[src/hdl/round_robin_run_queue_top_defines.svh]
// Assertion macros shared by the run queue RTL.
// No dependencies; included by files that carry concurrent assertions.
`ifndef ROUND_ROBIN_RUN_QUEUE_TOP_DEFINES_SVH
`define ROUND_ROBIN_RUN_QUEUE_TOP_DEFINES_SVH

`ifndef NO_ASSERTIONS
// property must hold at every rising clock edge outside reset
`define RRQ_ASSERT(label, clk, rst_n, prop) \
    label: assert property (@(posedge clk) disable iff (!rst_n) prop) \
        else $error("run queue assertion failed");
// condition must never be true outside reset
`define RRQ_ASSERT_NEVER(label, clk, rst_n, cond) \
    label: assert property (@(posedge clk) disable iff (!rst_n) !(cond)) \
        else $error("run queue forbidden condition seen");
`else
`define RRQ_ASSERT(label, clk, rst_n, prop)
`define RRQ_ASSERT_NEVER(label, clk, rst_n, cond)
`endif

`endif

[src/hdl/rrq_pkg.sv]
// Shared constants, operation codes and command struct for the run queue.
// No dependencies.
package rrq_pkg;

    localparam int NUM_IDS_DEFAULT = 64;
    localparam int ID_W            = 6;
    localparam int KIND_W          = 2;
    localparam int QLEN_W          = 7;

    localparam logic [KIND_W-1:0] KIND_ENQUEUE = 2'd0;
    localparam logic [KIND_W-1:0] KIND_DEQUEUE = 2'd1;
    localparam logic [KIND_W-1:0] KIND_DETACH  = 2'd2;

    typedef struct packed {
        logic load;
        logic commit;
    } rrq_cmd_t;

endpackage

[src/hdl/rrq_ctrl.sv]
// Run queue controller: request/response handshake and operation sequencing.
// Depends on rrq_pkg.
module rrq_ctrl
(
    input  logic             clk,
    input  logic             rst_n,
    input  logic             req_valid,
    output logic             req_ready,
    output logic             rsp_valid,
    input  logic             rsp_ready,
    output rrq_pkg::rrq_cmd_t cmd
);

    typedef enum logic
    {
        ST_IDLE,
        ST_EXEC
    } state_t;

    state_t state_reg;
    state_t state_next;
    logic   rsp_valid_reg;
    logic   rsp_valid_next;

    assign req_ready  = (state_reg == ST_IDLE);
    assign rsp_valid  = rsp_valid_reg;
    assign cmd.load   = req_valid && (state_reg == ST_IDLE);
    assign cmd.commit = (state_reg == ST_EXEC) && (!rsp_valid_reg || rsp_ready);

    always_comb
    begin
        state_next = state_reg;
        case (state_reg)
            ST_IDLE:
            begin
                if (cmd.load)
                begin
                    state_next = ST_EXEC;
                end
            end
            ST_EXEC:
            begin
                if (cmd.commit)
                begin
                    state_next = ST_IDLE;
                end
            end
            default:
            begin
                state_next = ST_IDLE;
            end
        endcase

        rsp_valid_next = rsp_valid_reg;
        if (cmd.commit)
        begin
            rsp_valid_next = 1'b1;
        end
        else if (rsp_ready)
        begin
            rsp_valid_next = 1'b0;
        end
    end

    always_ff @(posedge clk or negedge rst_n)
    begin
        if (!rst_n)
        begin
            state_reg     <= ST_IDLE;
            rsp_valid_reg <= 1'b0;
        end
        else
        begin
            state_reg     <= state_next;
            rsp_valid_reg <= rsp_valid_next;
        end
    end

endmodule

[src/hdl/rrq_datapath.sv]
// Run queue datapath: link memories, membership mask, head/tail/count, result register.
// Depends on rrq_pkg and round_robin_run_queue_top_defines.svh.
`include "round_robin_run_queue_top_defines.svh"

module rrq_datapath
#(
    parameter int NUM_IDS = rrq_pkg::NUM_IDS_DEFAULT
)
(
    input  logic                       clk,
    input  logic                       rst_n,
    input  rrq_pkg::rrq_cmd_t          cmd,
    input  logic [rrq_pkg::KIND_W-1:0] kind,
    input  logic [rrq_pkg::ID_W-1:0]   vcpu_id,
    output logic                       status,
    output logic                       out_valid,
    output logic [rrq_pkg::ID_W-1:0]   out_id,
    output logic [rrq_pkg::QLEN_W-1:0] queue_length
);

    localparam int IW = $clog2(NUM_IDS);
    localparam int CW = $clog2(NUM_IDS + 1);

    logic [IW-1:0] next_mem [NUM_IDS];
    logic [IW-1:0] prev_mem [NUM_IDS];

    logic [rrq_pkg::KIND_W-1:0] op_kind_reg;
    logic [IW-1:0]              tgt_reg;
    logic                       in_range_reg;
    logic [IW-1:0]              nx_rd_reg;
    logic [IW-1:0]              pv_rd_reg;

    logic [IW-1:0]      head_reg, head_next;
    logic [IW-1:0]      tail_reg, tail_next;
    logic [CW-1:0]      count_reg, count_next;
    logic [NUM_IDS-1:0] mask_reg, mask_next;

    logic                        status_reg, status_next;
    logic                        out_valid_reg, out_valid_next;
    logic [rrq_pkg::ID_W-1:0]    out_id_reg, out_id_next;
    logic [rrq_pkg::QLEN_W-1:0]  qlen_reg;

    logic [IW+rrq_pkg::ID_W-1:0]   id_ext;
    logic [IW+rrq_pkg::ID_W-1:0]   head_ext;
    logic [CW+rrq_pkg::QLEN_W-1:0] count_ext;
    logic [IW-1:0]                 rd_addr;
    logic                          in_range;
    logic                          mask_hit;
    logic                          do_unlink;

    logic          nx_we, pv_we;
    logic [IW-1:0] nx_waddr, nx_wdata;
    logic [IW-1:0] pv_waddr, pv_wdata;

    assign id_ext    = {{IW{1'b0}}, vcpu_id};
    assign head_ext  = {{rrq_pkg::ID_W{1'b0}}, head_reg};
    assign count_ext = {{rrq_pkg::QLEN_W{1'b0}}, count_next};
    assign in_range  = ({26'd0, vcpu_id} < 32'(NUM_IDS));
    assign rd_addr   = (kind == rrq_pkg::KIND_DEQUEUE) ? head_reg : id_ext[IW-1:0];
    assign mask_hit  = in_range_reg && mask_reg[tgt_reg];

    always_ff @(posedge clk)
    begin
        if (cmd.load)
        begin
            op_kind_reg  <= kind;
            tgt_reg      <= rd_addr;
            in_range_reg <= in_range;
            nx_rd_reg    <= next_mem[rd_addr];
            pv_rd_reg    <= prev_mem[rd_addr];
        end
        if (nx_we)
        begin
            next_mem[nx_waddr] <= nx_wdata;
        end
        if (pv_we)
        begin
            prev_mem[pv_waddr] <= pv_wdata;
        end
    end

    always_comb
    begin
        head_next      = head_reg;
        tail_next      = tail_reg;
        count_next     = count_reg;
        mask_next      = mask_reg;
        status_next    = 1'b1;
        out_valid_next = 1'b0;
        out_id_next    = '0;
        do_unlink      = 1'b0;
        nx_we          = 1'b0;
        nx_waddr       = tail_reg;
        nx_wdata       = tgt_reg;
        pv_we          = 1'b0;
        pv_waddr       = tgt_reg;
        pv_wdata       = tail_reg;

        case (op_kind_reg)
            rrq_pkg::KIND_ENQUEUE:
            begin
                if (in_range_reg && !mask_hit)
                begin
                    if (count_reg == '0)
                    begin
                        head_next = tgt_reg;
                    end
                    else
                    begin
                        nx_we = 1'b1;
                        pv_we = 1'b1;
                    end
                    tail_next          = tgt_reg;
                    mask_next[tgt_reg] = 1'b1;
                    count_next         = count_reg + CW'(1);
                    status_next        = 1'b0;
                end
            end
            rrq_pkg::KIND_DEQUEUE:
            begin
                if (count_reg != '0)
                begin
                    do_unlink      = 1'b1;
                    out_valid_next = 1'b1;
                    out_id_next    = head_ext[rrq_pkg::ID_W-1:0];
                    status_next    = 1'b0;
                end
            end
            rrq_pkg::KIND_DETACH:
            begin
                if (mask_hit)
                begin
                    do_unlink   = 1'b1;
                    status_next = 1'b0;
                end
            end
            default:
            begin
                status_next = 1'b1;
            end
        endcase

        if (do_unlink)
        begin
            if (count_reg <= CW'(1))
            begin
                head_next = '0;
                tail_next = '0;
            end
            else
            begin
                if (tgt_reg == head_reg)
                begin
                    head_next = nx_rd_reg;
                end
                else
                begin
                    nx_we    = 1'b1;
                    nx_waddr = pv_rd_reg;
                    nx_wdata = nx_rd_reg;
                end
                if (tgt_reg == tail_reg)
                begin
                    tail_next = pv_rd_reg;
                end
                else
                begin
                    pv_we    = 1'b1;
                    pv_waddr = nx_rd_reg;
                    pv_wdata = pv_rd_reg;
                end
            end
            mask_next[tgt_reg] = 1'b0;
            count_next         = count_reg - CW'(1);
        end

        if (!cmd.commit)
        begin
            nx_we = 1'b0;
            pv_we = 1'b0;
        end
    end

    always_ff @(posedge clk or negedge rst_n)
    begin
        if (!rst_n)
        begin
            head_reg  <= '0;
            tail_reg  <= '0;
            count_reg <= '0;
            mask_reg  <= '0;
        end
        else if (cmd.commit)
        begin
            head_reg  <= head_next;
            tail_reg  <= tail_next;
            count_reg <= count_next;
            mask_reg  <= mask_next;
        end
    end

    always_ff @(posedge clk)
    begin
        if (cmd.commit)
        begin
            status_reg    <= status_next;
            out_valid_reg <= out_valid_next;
            out_id_reg    <= out_id_next;
            qlen_reg      <= count_ext[rrq_pkg::QLEN_W-1:0];
        end
    end

    assign status       = status_reg;
    assign out_valid    = out_valid_reg;
    assign out_id       = out_id_reg;
    assign queue_length = qlen_reg;

    `RRQ_ASSERT(a_mask_matches_count, clk, rst_n, $countones(mask_reg) == int'(count_reg))
    `RRQ_ASSERT(a_dequeue_clears_member, clk, rst_n, (cmd.commit && (op_kind_reg == rrq_pkg::KIND_DEQUEUE) && (count_reg != '0)) |=> !mask_reg[$past(head_reg)])
    `RRQ_ASSERT_NEVER(a_count_bound, clk, rst_n, count_reg > CW'(NUM_IDS))

endmodule

[src/hdl/round_robin_run_queue_top.sv]
// Round-robin run queue of virtual CPU ids: controller plus datapath.
// Depends on rrq_pkg, rrq_ctrl and rrq_datapath.
//
// Usage:
//   Request channel (req_valid/req_ready) carries kind and vcpu_id: enqueue at
//   tail, dequeue head, or detach a given id. Response channel
//   (rsp_valid/rsp_ready) returns one result per request: status, out_valid,
//   out_id and the queue length after the operation.
//   When a request is taken, both link memories are read at the head or the
//   given id; the following ST_EXEC state writes back at most one entry per
//   link memory and updates head, tail, count and the membership mask. The
//   response is valid from the clock edge that performs that write-back on.
//   A new request is accepted only once the previous one has written back,
//   as set by the read then write-back of the single-port link memories.
//   A finished response sits in the output register while a new request is
//   accepted; if rsp_ready stays low, that request waits in ST_EXEC and
//   req_ready stays low until the response register frees up.
//   Reset empties the queue (mask, head, tail, count cleared); link memories
//   are not cleared since their entries are only used for queued ids.
module round_robin_run_queue_top
#(
    parameter int NUM_IDS = rrq_pkg::NUM_IDS_DEFAULT
)
(
    input  logic                       clk,
    input  logic                       rst_n,
    input  logic                       req_valid,
    output logic                       req_ready,
    input  logic [rrq_pkg::KIND_W-1:0] kind,
    input  logic [rrq_pkg::ID_W-1:0]   vcpu_id,
    output logic                       rsp_valid,
    input  logic                       rsp_ready,
    output logic                       status,
    output logic                       out_valid,
    output logic [rrq_pkg::ID_W-1:0]   out_id,
    output logic [rrq_pkg::QLEN_W-1:0] queue_length
);

    rrq_pkg::rrq_cmd_t cmd;

    rrq_ctrl u_ctrl
    (
        .clk       (clk),
        .rst_n     (rst_n),
        .req_valid (req_valid),
        .req_ready (req_ready),
        .rsp_valid (rsp_valid),
        .rsp_ready (rsp_ready),
        .cmd       (cmd)
    );

    rrq_datapath
    #(
        .NUM_IDS (NUM_IDS)
    )
    u_datapath
    (
        .clk          (clk),
        .rst_n        (rst_n),
        .cmd          (cmd),
        .kind         (kind),
        .vcpu_id      (vcpu_id),
        .status       (status),
        .out_valid    (out_valid),
        .out_id       (out_id),
        .queue_length (queue_length)
    );

endmodule
[config.mk]
export PLATFORM = sky130hd
export DESIGN_NAME = round_robin_run_queue_top
export DESIGN_NICKNAME = d
export VERILOG_FILES = /design/src/hdl/rrq_pkg.sv /design/src/hdl/rrq_ctrl.sv /design/src/hdl/rrq_datapath.sv /design/src/hdl/round_robin_run_queue_top.sv
export VERILOG_INCLUDE_DIRS = /design/src /design/src/hdl
export SDC_FILE = /design/constraint.sdc
export NUM_CORES = 1
export LEC_CHECK = 0
export BUFFER_PORTS_ARGS = -buffer_cell sky130_fd_sc_hd__buf_2
export CAP_MARGIN = 25
export CORE_MARGIN = 4
export CORE_UTILIZATION = 45
export DETAILED_ROUTE_END_ITERATION = 12
export PLACE_DENSITY = 0.56
export SKIP_CTS_REPAIR_TIMING = 1
export SLEW_MARGIN = 30
export SYNTH_ARGS = -nofsm -noshare
export SYNTH_HDL_FRONTEND = slang
export SYNTH_SLANG_ARGS = --single-unit
[constraint.sdc]
create_clock -name clk -period 3.8 [get_ports clk]
set_input_delay 0 -clock clk [delete_from_list [all_inputs] [get_ports clk]]
set_output_delay 0 -clock clk [all_outputs]
set_load 0.01 [all_outputs]
==> flow_results.xml <==
<?xml version="1.0" encoding="UTF-8"?>
<metrics>
  <group name="sta">
    <metric name="timing.final.hold_violations" unit="">42</metric>
    <metric name="timing.clock.skew" unit="ps">30.7</metric>
    <metric name="worst-slew-pin-transition" unit="ps">970</metric>
    <metric name="min_period" unit="ps">3690</metric>
    <metric name="final-max-slew-violation-count" unit="">0</metric>
    <metric name="layout_worst_path_cycle_share" unit="%">97.1</metric>
    <metric name="grt_setup_unrepaired" unit="">yes</metric>
    <metric name="worst_hold_slack" unit="ps">-62.3</metric>
    <metric name="finalSetupViolCount" unit="">0</metric>
    <metric name="max_freq" unit="MHz">271</metric>
    <metric name="worst_slew_margin_rel" unit="%">35.0</metric>
  </group>
  <group name="synth">
    <metric name="ys_dominant_reg_cell" unit="">edfxtp_1</metric>
    <metric name="synth.mux.area_fraction" unit="%">9.09</metric>
    <metric name="synthDistinctLibCells" unit="">71</metric>
    <metric name="post_synth_and_or_nand_nor_area_fraction" unit="%">10.8</metric>
    <metric name="synth_compound_gate_area_share" unit="%">9.28</metric>
    <metric name="synth-warning-count" unit="">0</metric>
    <metric name="post_synth_fa_ha_maj_area_fraction" unit="%">0.225</metric>
    <metric name="count_of_flip_flops_with_a_built_in_enable_after_synthesis" unit="">803</metric>
    <metric name="syn_area_per_cell" unit="um^2">13.8</metric>
    <metric name="synth_fp_nets" unit="">2850</metric>
    <metric name="synth.yosys.seq_area_share" unit="%">67.3</metric>
    <metric name="synth_seq_cells" unit="">888</metric>
    <metric name="synthesized_area_fraction_occupied_by_xor_and_xnor_cells" unit="%">0.494</metric>
    <metric name="synth_instances" unit="">2831</metric>
    <metric name="synth_top_family_by_area" unit="">simple AND/OR/NAND/NOR gates</metric>
    <metric name="asyncSetResetFlopFracSynth" unit="%">9.57</metric>
    <metric name="syn_area" unit="mm^2">0.0390</metric>
  </group>
  <group name="cells_and_area">
    <metric name="regArea" unit="mm^2">0.0262</metric>
    <metric name="num-fill-cells" unit="">7053</metric>
    <metric name="multi_input_area" unit="mm^2">0.0121</metric>
    <metric name="final_nets" unit="">2910</metric>
    <metric name="antennaDiodeCount" unit="">0</metric>
    <metric name="final_layout_size_suffix_gt1_share" unit="%">17.8</metric>
    <metric name="finalInstanceArea" unit="mm^2">0.0447</metric>
    <metric name="area_added_between_synthesis_and_finish" unit="%">14.7</metric>
  </group>
  <group name="place">
    <metric name="buffer_ports.inserted" unit="">28</metric>
    <metric name="gp_congestion" unit="">0.943</metric>
    <metric name="post_placement_cell_area" unit="mm^2">0.0414</metric>
    <metric name="hpwlAfterDp" unit="um">68300</metric>
  </group>
  <group name="route">
    <metric name="route.detailed.vias_per_inst" unit="">6.19</metric>
    <metric name="post-route-drc-count" unit="">0</metric>
    <metric name="wl" unit="um">108000</metric>
    <metric name="routed-via-count" unit="">25418</metric>
    <metric name="route.antenna.remaining_nets" unit="">0</metric>
    <metric name="number_of_iterations_in_the_first_detailed_routing_pass" unit="">7</metric>
    <metric name="drtIter0Drc" unit="">2953</metric>
    <metric name="wire_per_inst" unit="um">26.3</metric>
  </group>
  <group name="pwr">
    <metric name="seq_power_share" unit="%">47.2</metric>
    <metric name="intPower" unit="mW">18.2</metric>
    <metric name="vdd_drop_max" unit="uV">381</metric>
    <metric name="combinationalPowerShare" unit="%">17.8</metric>
    <metric name="psw" unit="mW">7.36</metric>
    <metric name="power_frac_clock" unit="%">35.0</metric>
    <metric name="power.switching_fraction" unit="%">28.8</metric>
    <metric name="p_leak" unit="nW">15.4</metric>
    <metric name="fin_total_pwr" unit="mW">25.5</metric>
    <metric name="pwr_per_cell_area" unit="mW/mm^2">571</metric>
  </group>
  <group name="global_route">
    <metric name="grt_antenna_before_repair" unit="">1</metric>
    <metric name="grt_pass1_wl" unit="um">161000</metric>
    <metric name="via_count_of_the_first_global_routing_pass" unit="">24549</metric>
    <metric name="grtUsageTotal" unit="%">23.4</metric>
    <metric name="pin_count_of_the_biggest_net_entering_global_routing" unit="">83</metric>
    <metric name="remaining_overflow_grt" unit="">0</metric>
  </group>
  <group name="critical_path">
    <metric name="cp-end-kind" unit="">register</metric>
    <metric name="worstPathRequired" unit="ps">4070</metric>
    <metric name="crit_path_max_fanout" unit="">21</metric>
    <metric name="critPathLaunchType" unit="">register</metric>
    <metric name="reg2reg_slack" unit="ps">110</metric>
    <metric name="cp_class" unit="">register to register</metric>
    <metric name="worstPathArrival" unit="ps">3960</metric>
  </group>
  <group name="clocking">
    <metric name="clock-sinks" unit="">888</metric>
    <metric name="cts_tree" unit="">done</metric>
    <metric name="cts.root.buffer_cell" unit="">clkbuf_16</metric>
    <metric name="clk_pin_slew_worst_paths" unit="ps">60</metric>
    <metric name="insertion_delay" unit="ps">660</metric>
    <metric name="cts.htree.levels" unit="">3</metric>
    <metric name="cts_inserted_buffers" unit="">93</metric>
    <metric name="clockBufferDepth" unit="">3</metric>
  </group>
  <group name="die">
    <metric name="core-area" unit="mm^2">0.0855</metric>
    <metric name="initial_core_utilization" unit="%">45.6</metric>
    <metric name="fp.dieH" unit="um">302</metric>
    <metric name="fp.dieArea" unit="mm^2">0.0914</metric>
    <metric name="die_w" unit="um">302</metric>
    <metric name="ios" unit="">29</metric>
    <metric name="fp-row-count" unit="">107</metric>
  </group>
  <group name="flow_run">
    <metric name="max-cap-violations" unit="">0</metric>
  </group>
  <group name="hold_path">
    <metric name="worst_hold_class" unit="">input port to asynchronous set/reset pin</metric>
  </group>
  <group name="outcome">
    <metric name="violations" unit="">negative hold slack</metric>
    <metric name="outcome" unit="">finished with violations</metric>
  </group>
</metrics>
[synthesized netlist by cell type, types with 4 or more instances]
| master | count | share of area (%) |
|---|---|---|
| a211oi_1 | 25 | 0.48 |
| a21oi_1 | 81 | 1.0 |
| a221o_1 | 6 | 0.15 |
| a22oi_1 | 5 | 0.096 |
| a311oi_1 | 96 | 2.2 |
| a31o_2 | 8 | 0.18 |
| a31oi_1 | 64 | 1.0 |
| a41o_1 | 5 | 0.13 |
| and2_1 | 11 | 0.18 |
| and3_1 | 107 | 1.7 |
| buf_1 | 22 | 0.21 |
| buf_2 | 74 | 0.95 |
| buf_4 | 4 | 0.077 |
| clkbuf_1 | 138 | 1.3 |
| dfrtp_1 | 85 | 5.5 |
| edfxtp_1 | 803 | 62 |
| ha_1 | 7 | 0.22 |
| inv_1 | 13 | 0.13 |
| inv_2 | 5 | 0.048 |
| mux2_2 | 13 | 0.38 |
| mux2i_1 | 220 | 5.7 |
| mux4_2 | 53 | 3.1 |
| nand2_1 | 448 | 4.3 |
| nand2b_1 | 8 | 0.13 |
| nand3_1 | 113 | 1.5 |
| nand3b_1 | 13 | 0.25 |
| nand4_1 | 39 | 0.63 |
| nor2_1 | 45 | 0.43 |
| nor2b_1 | 4 | 0.064 |
| nor3_1 | 51 | 0.66 |
| nor3_2 | 8 | 0.21 |
| o211ai_1 | 6 | 0.12 |
| o21ai_0 | 13 | 0.17 |
| o22ai_1 | 7 | 0.11 |
| o311a_1 | 6 | 0.15 |
| o311ai_0 | 24 | 0.54 |
| o31a_1 | 13 | 0.29 |
| o31ai_1 | 110 | 2.1 |
| o41ai_1 | 6 | 0.13 |
| or3_1 | 7 | 0.11 |
| xnor2_1 | 8 | 0.18 |
| xor2_1 | 14 | 0.31 |
[final cells by class]
cell class                      instances  area share (%)
Clock buffer                          107            5.41
Clock inverter                         62            1.31
Inverter                               19           0.182
Multi-Input combinational cell       1683            27.0
Sequential cell                       888            58.7
Tap cell                             1144            3.20
Timing Repair Buffer                  206            4.19
[critical path, stage by stage (launching register included)]
cell	delay, ps
edfxtp_1	560
and2_1	320
a22oi_1	220
nand3_1	170
and4b_4	280
a21oi_4	290
o211ai_4	210
buf_12	220
buf_4	220
o31ai_1	790
[power groups by stage]
stage / Clock, mW / Sequential [mW] / Combinational, mW
6_report: 8.93 / 12.0 / 4.55
5_1_grt: 9.54 / 12.1 / 4.84
4_1_cts: 9.08 / 12.0 / 4.49
3_5_place_dp: 0 / 12.2 / 4.47
3_3_place_gp: 0 / 12.2 / 4.42
2_1_floorplan: 0 / 12.1 / 2.54
[cell families after synthesis]
| group | Yosys count |
|---|---|
| AOI/OAI and AO/OA | 490 |
| xor gates and xnor gates | 22 |
| adders and majority gates | 7 |
| buffers and inverters | 260 |
| DFF | 888 |
| muxes | 286 |
| and+or+nand+nor | 878 |
[path summary, 6_finish.rpt]
check	start	to	cells after the start
min in group clk	req_valid	u_datapath.tgt_reg[5]	3
min reg2reg	u_datapath.mask_reg[16]	u_datapath.mask_reg[16]	2
min	rst_n	u_ctrl.rsp_valid	2
max reg2reg	u_datapath.tgt_reg[1]	u_datapath.prev_mem[8][0]	9
max	u_datapath.tgt_reg[1]	u_datapath.prev_mem[8][0]	9
max in group asynchronous	rst_n	u_datapath.mask_reg[46]	3
[placed cells by master, fill, tap and decap left out, types with 27 or more instances in the layout]
cell         n
edfxtp_1   803
nand2_1    447
mux2i_1    215
buf_4      143
nand3_1    113
and3_1     107
a311oi_1    96
clkbuf_16   94
dfrtp_1     85
a21oi_1     81
a31oi_1     64
o31ai_2     62
mux4_2      53
nor3_1      48
o31ai_1     48
nor2_1      43
nand4_1     39
buf_12      30
buf_2       27
[per-layer routing]
layer / GRT usage (%) / vias to the layer above / share of wire [%]
li1: - / 11170 / -
met1: 33.9 / 12855 / 43
met2: 36.6 / 1186 / 46
met3: 4.59 / 207 / 8.3
met4: 6.28 / 0 / 2.3
met5: 0 / - / 0
[through the flow]
stage	utilization [%]	setup slack [ps]	TNS [ps]	cells
after floorplan	-	678	0	2831
after global placement	48.2	-27.7	-165	3930
after detailed placement	48.4	11.4	0	3930
after CTS	51.9	13.7	0	4099
after global routing	52.3	-86.0	-2100	4109
final	52.3	110	0	4109
Note: power is estimated with default switching activity, not from simulation.
